$ cat config.mk
export PLATFORM = sky130hd
export DESIGN_NAME = clock_chime_beeper_unit
export DESIGN_NICKNAME = d
export VERILOG_FILES = /design/src/rtl/ccb_pkg.sv /design/src/rtl/ccb_regs.sv /design/src/rtl/ccb_core.sv /design/src/rtl/clock_chime_beeper_unit.sv
export SDC_FILE = /design/constraint.sdc
export NUM_CORES = 1
export LEC_CHECK = 0
export BUFFER_PORTS_ARGS = -buffer_cell sky130_fd_sc_hd__buf_2
export CAP_MARGIN = 10
export CORE_ASPECT_RATIO = 1.75
export CORE_MARGIN = 4
export CORE_UTILIZATION = 55
export DETAILED_ROUTE_END_ITERATION = 7
export GPL_ROUTABILITY_DRIVEN = 0
export PLACE_DENSITY_LB_ADDON = 0.15
export SLEW_MARGIN = 40
export SYNTH_ARGS = -nofsm -noshare
export SYNTH_HDL_FRONTEND = slang
export SYNTH_SLANG_ARGS = --single-unit
$ cat constraint.sdc
create_clock -name clk -period 4.75 [get_ports clk]
set_input_delay 0.7125 -clock clk [delete_from_list [all_inputs] [get_ports clk]]
set_output_delay 0.7125 -clock clk [all_outputs]
set_load 0.01 [all_outputs]
$ cat src/rtl/ccb_pkg.sv
// Shared types, constants and helpers for the clock chime beeper.
package ccb_pkg;

	localparam int unsigned CFG_W   = 16;
	localparam int unsigned TIME_W  = 32;
	localparam int unsigned HOUR_W  = 5;
	localparam int unsigned MIN_W   = 6;
	localparam int unsigned SEC_W   = 6;
	localparam int unsigned BEEPS_W = 4;

	localparam logic [CFG_W-1:0] TONE_RESET   = 16'd700;
	localparam logic [CFG_W-1:0] GAP_RESET    = 16'd300;
	localparam logic [CFG_W-1:0] BUTTON_RESET = 16'd120;

	localparam logic [HOUR_W-1:0] NO_HOUR     = 5'd31;
	localparam logic [HOUR_W-1:0] DIAL_HOURS  = 5'd12;
	localparam logic [MIN_W-1:0]  HALF_MINUTE = 6'd30;

	typedef enum logic [1:0] {
		CMD_TICK    = 2'd0,
		CMD_BUTTON  = 2'd1,
		CMD_SILENCE = 2'd2
	} ccb_cmd_t;

	typedef enum logic [1:0] {
		REG_TONE   = 2'd0,
		REG_GAP    = 2'd1,
		REG_BUTTON = 2'd2
	} ccb_reg_t;

	typedef struct packed {
		logic [CFG_W-1:0] tone_length_ms;
		logic [CFG_W-1:0] gap_length_ms;
		logic [CFG_W-1:0] button_beep_ms;
	} ccb_cfg_t;

	typedef struct packed {
		ccb_cmd_t            command;
		logic [TIME_W-1:0]   now_ms;
		logic [HOUR_W-1:0]   hour;
		logic [MIN_W-1:0]    minute;
		logic [SEC_W-1:0]    second;
	} ccb_item_t;

	typedef struct packed {
		logic               button_beeping;
		logic               chime_active;
		logic               tone_phase;
		logic [BEEPS_W-1:0] beeps_left;
		logic               pin_level;
	} ccb_status_t;

	// Hour to strike count on a 12-hour dial; zero reads as twelve.
	function automatic logic [BEEPS_W-1:0] hour_to_dial(input logic [HOUR_W-1:0] hr);
		logic [HOUR_W-1:0] r;
		begin
			if (hr >= HOUR_W'(2 * DIAL_HOURS)) begin
				r = hr - HOUR_W'(2 * DIAL_HOURS);
			end else if (hr >= DIAL_HOURS) begin
				r = hr - DIAL_HOURS;
			end else begin
				r = hr;
			end
			if (r == '0) begin
				r = DIAL_HOURS;
			end
			return r[BEEPS_W-1:0];
		end
	endfunction

endpackage

$ cat src/rtl/ccb_regs.sv
// Configuration registers of the clock chime beeper.
module ccb_regs (
	input  logic                clk,
	input  logic                arst_n,
	input  logic                cfg_write,
	input  logic [1:0]          cfg_index,
	input  logic [15:0]         cfg_data,
	output ccb_pkg::ccb_cfg_t   cfg
);
	import ccb_pkg::*;

	ccb_cfg_t cfg_q;

	always_ff @(posedge clk or negedge arst_n) begin
		if (!arst_n) begin
			cfg_q.tone_length_ms <= TONE_RESET;
			cfg_q.gap_length_ms  <= GAP_RESET;
			cfg_q.button_beep_ms <= BUTTON_RESET;
		end else if (cfg_write) begin
			case (ccb_reg_t'(cfg_index))
				REG_TONE:   cfg_q.tone_length_ms <= cfg_data;
				REG_GAP:    cfg_q.gap_length_ms  <= cfg_data;
				REG_BUTTON: cfg_q.button_beep_ms <= cfg_data;
				default:    ;
			endcase
		end
	end

	assign cfg = cfg_q;

endmodule

$ cat src/rtl/ccb_core.sv
// Chime and button beep state with its next-state logic.
module ccb_core (
	input  logic                  clk,
	input  logic                  arst_n,
	input  logic                  fire,
	input  ccb_pkg::ccb_item_t    item,
	input  ccb_pkg::ccb_cfg_t     cfg,
	output logic                  level_next,
	output ccb_pkg::ccb_status_t  status
);
	import ccb_pkg::*;

	ccb_status_t        st_q, st_n;
	logic [TIME_W-1:0]  last_toggle_q, last_toggle_n;
	logic [HOUR_W-1:0]  last_hour_q, last_hour_n;
	logic [HOUR_W-1:0]  last_half_q, last_half_n;
	logic [TIME_W-1:0]  elapsed;
	logic [BEEPS_W-1:0] beeps_dec;

	always_comb begin
		st_n          = st_q;
		last_toggle_n = last_toggle_q;
		last_hour_n   = last_hour_q;
		last_half_n   = last_half_q;
		elapsed       = item.now_ms - last_toggle_q;
		beeps_dec     = '0;
		case (item.command)
			CMD_TICK: begin
				if (st_q.button_beeping) begin
					if (elapsed > {{(TIME_W-CFG_W){1'b0}}, cfg.button_beep_ms}) begin
						st_n.pin_level      = 1'b0;
						st_n.button_beeping = 1'b0;
					end
				end else begin
					if (item.minute == '0 && item.second == '0 && item.hour != last_hour_q) begin
						last_hour_n       = item.hour;
						st_n.beeps_left   = hour_to_dial(item.hour);
						st_n.chime_active = 1'b1;
						st_n.tone_phase   = 1'b0;
					end
					if (item.minute == HALF_MINUTE && item.second == '0
						&& item.hour != last_half_q) begin
						last_half_n       = item.hour;
						st_n.beeps_left   = BEEPS_W'(1);
						st_n.chime_active = 1'b1;
						st_n.tone_phase   = 1'b0;
					end
					if (st_n.chime_active) begin
						if (!st_n.tone_phase
							&& elapsed >= {{(TIME_W-CFG_W){1'b0}}, cfg.gap_length_ms}) begin
							st_n.pin_level  = 1'b1;
							st_n.tone_phase = 1'b1;
							last_toggle_n   = item.now_ms;
						end else if (st_n.tone_phase
							&& elapsed >= {{(TIME_W-CFG_W){1'b0}}, cfg.tone_length_ms}) begin
							st_n.pin_level  = 1'b0;
							st_n.tone_phase = 1'b0;
							last_toggle_n   = item.now_ms;
							beeps_dec       = (st_n.beeps_left != '0) ?
								st_n.beeps_left - BEEPS_W'(1) : '0;
							st_n.beeps_left = beeps_dec;
							if (beeps_dec == '0) begin
								st_n.chime_active = 1'b0;
							end
						end
					end
				end
			end
			CMD_BUTTON: begin
				st_n.pin_level      = 1'b1;
				st_n.button_beeping = 1'b1;
				last_toggle_n       = item.now_ms;
			end
			CMD_SILENCE: begin
				st_n.button_beeping = 1'b0;
				st_n.beeps_left     = '0;
				st_n.tone_phase     = 1'b0;
				st_n.chime_active   = 1'b0;
				st_n.pin_level      = 1'b0;
			end
			default: ;
		endcase
	end

	always_ff @(posedge clk or negedge arst_n) begin
		if (!arst_n) begin
			st_q          <= '0;
			last_toggle_q <= '0;
			last_hour_q   <= NO_HOUR;
			last_half_q   <= NO_HOUR;
		end else if (fire) begin
			st_q          <= st_n;
			last_toggle_q <= last_toggle_n;
			last_hour_q   <= last_hour_n;
			last_half_q   <= last_half_n;
		end
	end

	assign level_next = st_n.pin_level;
	assign status     = st_q;

endmodule

$ cat src/rtl/clock_chime_beeper_unit.sv
// Top level of the clock chime beeper: input register, core and result register.
//
//  channel  direction  handshake              payload
//  in       request    in_valid / in_ready    command, now_ms, hour, minute, second
//  out      result     out_valid / out_ready  buzzer_on
//  cfg      write      cfg_write              cfg_index, cfg_data
//
// One request per cycle while out_ready holds; input register, then result register.
// The state update and the result register load happen in the same cycle, so each
// request sees the state left by the one before it.
// Reset empties the pipeline and idles the core; registers return to 700, 300, 120 ms.
// A stalled result holds the input register, which still frees when the result leaves.
module clock_chime_beeper_unit (
	input  logic        clk,
	input  logic        arst_n,
	input  logic        in_valid,
	output logic        in_ready,
	input  logic [1:0]  command,
	input  logic [31:0] now_ms,
	input  logic [4:0]  hour,
	input  logic [5:0]  minute,
	input  logic [5:0]  second,
	output logic        out_valid,
	input  logic        out_ready,
	output logic        buzzer_on,
	input  logic        cfg_write,
	input  logic [1:0]  cfg_index,
	input  logic [15:0] cfg_data
);
	import ccb_pkg::*;

	logic        valid_s1;
	ccb_item_t   item_s1;
	logic        valid_s2;
	logic        buzzer_s2;
	logic        s2_free;
	logic        fire;
	logic        level_next;
	ccb_cfg_t    cfg;
	ccb_status_t status;

	assign s2_free  = !valid_s2 || out_ready;
	assign fire     = valid_s1 && s2_free;
	assign in_ready = !valid_s1 || s2_free;

	always_ff @(posedge clk or negedge arst_n) begin
		if (!arst_n) begin
			valid_s1 <= 1'b0;
		end else if (in_ready) begin
			valid_s1 <= in_valid;
		end
	end

	always_ff @(posedge clk) begin
		if (in_valid && in_ready) begin
			item_s1.command <= ccb_cmd_t'(command);
			item_s1.now_ms  <= now_ms;
			item_s1.hour    <= hour;
			item_s1.minute  <= minute;
			item_s1.second  <= second;
		end
	end

	ccb_regs u_regs (
		.clk       (clk),
		.arst_n    (arst_n),
		.cfg_write (cfg_write),
		.cfg_index (cfg_index),
		.cfg_data  (cfg_data),
		.cfg       (cfg)
	);

	ccb_core u_core (
		.clk        (clk),
		.arst_n     (arst_n),
		.fire       (fire),
		.item       (item_s1),
		.cfg        (cfg),
		.level_next (level_next),
		.status     (status)
	);

	always_ff @(posedge clk or negedge arst_n) begin
		if (!arst_n) begin
			valid_s2 <= 1'b0;
		end else if (s2_free) begin
			valid_s2 <= valid_s1;
		end
	end

	always_ff @(posedge clk) begin
		if (fire) begin
			buzzer_s2 <= level_next;
		end
	end

	assign out_valid = valid_s2;
	assign buzzer_on = buzzer_s2;

	a_chime_has_beeps: assert property (@(posedge clk) disable iff (!arst_n)
		status.chime_active |-> status.beeps_left != '0)
		else $error("chime active with no beeps left");

	a_button_sounds: assert property (@(posedge clk) disable iff (!arst_n)
		status.button_beeping |-> status.pin_level)
		else $error("button beep running with buzzer off");

	a_silence_quiet: assert property (@(posedge clk) disable iff (!arst_n)
		(fire && item_s1.command == CMD_SILENCE) |=>
			(!status.pin_level && !status.chime_active && !buzzer_on))
		else $error("silence left the buzzer or chime on");

	a_result_tracks_state: assert property (@(posedge clk) disable iff (!arst_n)
		fire |=> (out_valid && buzzer_on == status.pin_level))
		else $error("result register disagrees with state");

	a_s1_held: assert property (@(posedge clk) disable iff (!arst_n)
		(valid_s1 && !s2_free) |=> (valid_s1 && $stable(item_s1)))
		else $error("input register lost a stalled request");

endmodule

==> key figures <==
Synth
  • Main combinational cell family by area after synthesis: compound AO/OA/AOI/OAI gates
  • Post-synth EDFFs: 52
  • Dominant synthesized flop cell: dfrtp_1
  • Post-Synth Adder-Cell Area: 0.115
  • #FFs+latches synth: 152
  • Syn_area_per_cell: 10.5 um^2
  • Async set or reset register ratio after synthesis: 0.658
  • Synth Area in Simple Gates: 0.124
  • Yosys warnings: 0
  • Mapped Cells: roughly 930
  • Seq/Total Area, Yosys: 0.422
  • Synth Area in Compound Gates: 0.149
  • Post-synth net total: roughly 1100
  • XOR/XNOR share of the synthesized area: 0.0298
  • Distinct cell type count after synthesis: between 70 and 80
  • Post-Synthesis Cell Area: roughly 9700 um^2
  • Post-synthesis mux area share: 0.108

Timing
  • Final Max Slew Viols: 0
  • Setup TNS: 0 ps
  • Setup Skew: 8.61 ps
  • # setup viols final: 0
  • Tcrit/Tclk final: 0.978
  • Final Hold Viols: 0
  • Final WS setup: between 100 and 150 ps
  • Slew @ Worst Pin: 794 ps
  • Hold slack: approximately 260 ps
  • Slew headroom: 0.468
  • Max Clock Freq: 215 MHz
  • Min Tclk post-route: 4650 ps

Setup path
  • R2r startpoint: u_core.last_toggle_q[2]
  • Crit-path cells: inv_1 > ha_2 > o211ai_1 > a21oi_2 > nand2b_1 > a31oi_2 > xnor2_2 > ha_1 > and3_1 > a2111o_1 > a31oi_1 > o21ai_1 > a2111oi_2 > nor2_1 > mux2_2 > o31a_2 > buf_12 > mux2_1
  • End of the critical path: u_core.last_toggle_q[13]
  • CP startpoint kind: register
  • Critical Path End Type: register
  • Cell family with most CP delay: compound AO/OA/AOI/OAI gates
  • Worst Setup SP: u_core.last_toggle_q[2]
  • R2r endpoint: u_core.last_toggle_q[13]
  • R2r setup slk: between 100 and 150 ps
  • Critical path depth: 18
  • Worst-path maximum fanout: 23
  • R2r worst-path depth: 18
  • Crit path kind: register to register
  • Crit path DAT: about 5000 ps
  • Buf+Inv Stages, Crit Path: 2
  • Worst EP required: between 5000 and 6000 ps
  • Critical path's slowest cell: a2111oi_2
  • CP max stage delay: between 400 and 500 ps

Final layout
  • Commonest cells after routing, fill and taps aside: inv_1 (93), ha_1 (85), dfrtp_1 (76)
  • Register Area: around 4100 um^2
  • Most common cell after layout, fill and taps aside: inv_1
  • Final Cell Area: ~11000 um^2
  • FILL cells: roughly 1500
  • Antenna Cells: 0
  • Area of the multi-input gates: ~5200 um^2
  • Area Overhead vs Synth: 14.2%
  • Layout net count: about 1200
  • Fraction of layout cells with a size suffix above 1: 0.262

Pwr
  • Clock share of power: 0.251
  • Sw power: between 2 and 2.5 mW
  • Combinational share of power: 0.449
  • Pwr Density: between 500 and 600 nW/um^2
  • Internal Power: around 3.5 mW
  • LEAKAGE: 4.92 nW
  • Power, Total: ~5.6 mW
  • Switching power share of the total: 0.377
  • Flop pwr share: 0.300
  • Peak supply drop: 0.306 mV

Clock tree
  • CTS tree: done
  • Sink Count: between 150 and 200
  • Clk pin slew, worst setup/hold paths: ~70 ps
  • Clock Latency Late Sink: between 400 and 500 ps
  • CTS root buffer: clkbuf_16
  • Total CTS buffers: 17
  • CTS HTree Levels: 4
  • Clock Tree Buf Depth: 2

Floorplanning
  • Die extent in x: around 110 um
  • Die height: around 180 um
  • Total core area: 17500 um^2
  • # rows: 64
  • Initial core utilization: 0.556
  • I/O Pins: 77
  • Die Area: 19900 um^2

Drt
  • Wire per inst: between 15 and 20 um
  • Via count: between 7000 and 8000
  • Via density: between 5 and 6
  • Initial DRC count: 265
  • Final ANT Viol Nets: 0
  • DR DRC count: 0
  • Final WL: roughly 22 mm
  • Drt first pass iters: 5

Global routing
  • Initial antenna violation count: 0
  • Gr usage total: 0.228
  • Vias in the first global route: about 7300
  • Global route total overflow: 0
  • Largest net degree at the start of global routing: 66
  • First-pass GRT wire length: ~35 mm

Flow run
  • Max Cap Viol: 0

Place
  • # port buffers: 76
  • HPWL Detailed: around 17 mm
  • DP Area: between 10000 and 15000 um^2
  • Pre-CTS setup slack: -59.9 ps

Outcome
  • Status: finished clean

Min path
  • Worst Hold Class: primary input to asynchronous set/reset pin
## worst register-to-register path, cell delays in order, from the launching register on
cell and delay (ps):
dfrtp_1 400, inv_1 70, ha_2 300, o211ai_1 220
a21oi_2 80, nand2b_1 190, a31oi_2 280, xnor2_2 170
ha_1 280, and3_1 180, a2111o_1 390, a31oi_1 180
o21ai_1 100, a2111oi_2 440, nor2_1 110, mux2_2 270
o31a_2 330, buf_12 200, mux2_1 340
## power by group through the flow
stage / Clock [mW] / Combinational (mW) / Sequential, mW
2_1_floorplan: 0 / 1.81 / 1.66
3_3_place_gp: 0 / 2.37 / 1.69
3_5_place_dp: 0 / 2.41 / 1.69
4_1_cts: 1.43 / 2.43 / 1.68
5_1_grt: 1.50 / 2.80 / 1.70
6_report: 1.40 / 2.51 / 1.68
## worst min-delay path by stage
stage	endpoint	slack, ps	from
3_3_place_gp	u_core.last_toggle_q[12]	470	u_core.last_toggle_q[12]
4_1_cts	u_regs.cfg[1]	290	arst_n
3_5_place_dp	u_core.last_toggle_q[12]	480	u_core.last_toggle_q[12]
5_1_grt	u_regs.cfg[20]	310	arst_n
2_1_floorplan	out_valid	420	arst_n
6_report	u_regs.cfg[17]	260	arst_n
## per-stage QoR
| step | utilization | cells |
|---|---|---|
| finish | 0.635 | 1258 |
| global route | 0.635 | 1258 |
| CTS | 0.630 | 1254 |
| detailed placement | 0.595 | 1222 |
| global placement | 0.594 | 1220 |
| floorplan | - | 928 |
## cell families (layout without fill, tap and decap cells)
logic type,after synthesis,after routing
adders and majority gates,89,89
xor gates and xnor gates,33,33
buffers and inverters,125,224
DFF,152,152
and+or+nand+nor,235,235
muxes,84,84
AOI/OAI and AO/OA,210,210
## metal layers
metal  share of wire  up-vias  global-route usage
met4           0.043        0               0.118
li1                -     3541                   -
met3           0.030       59              0.0436
met1            0.38     3435               0.242
met2            0.55      143               0.420
met5               0        -                   0
## state kept, by name, summed over array words and instances, names as in the netlist
name	cells
valid_s1	1
u_core.status	8
item_s1	51
u_core.last_hour_q	5
u_core.last_half_q	5
out_valid	1
u_regs.cfg	48
buzzer_on	1
u_core.last_toggle_q	32
## repair_timing
item,4_1_cts,5_1_grt
endpoints found under the setup margin,34,39
pin swaps,0,5
hold buffers,0,0
buffers inserted,0,4
gates resized for setup,1,14
## synthesized netlist by cell type (all sizes together), types with 6 or more instances
cell type  number  area share
inv            94       0.036
ha             87        0.11
mux2           79        0.10
dfrtp          76        0.20
nand2          70       0.027
edfxtp         52        0.16
o21ai          51       0.027
a21oi          50       0.029
nor2           41       0.016
dfstp          24       0.065
nand3          20       0.010
a21o           19       0.015
clkbuf         18      0.0071
nand2b         17       0.012
nor3           17      0.0088
xor2           17       0.015
nand4          16       0.010
xnor2          16       0.014
buf            13      0.0091
a211oi         11      0.0085
o21a           11      0.0085
nor4           10      0.0071
o211ai         10      0.0088
nor2b           7      0.0045
o21bai          7      0.0054
or3             6      0.0039
## layout make-up
class | instances | share of cell area
Inverter | 94 | 0.0318
Multi-Input combinational cell | 651 | 0.467
Clock inverter | 15 | 0.0163
Clock buffer | 17 | 0.0384
Sequential cell | 152 | 0.369
Timing Repair Buffer | 98 | 0.0509
Tap cell | 231 | 0.0261
(Power assumes the default switching activity.)
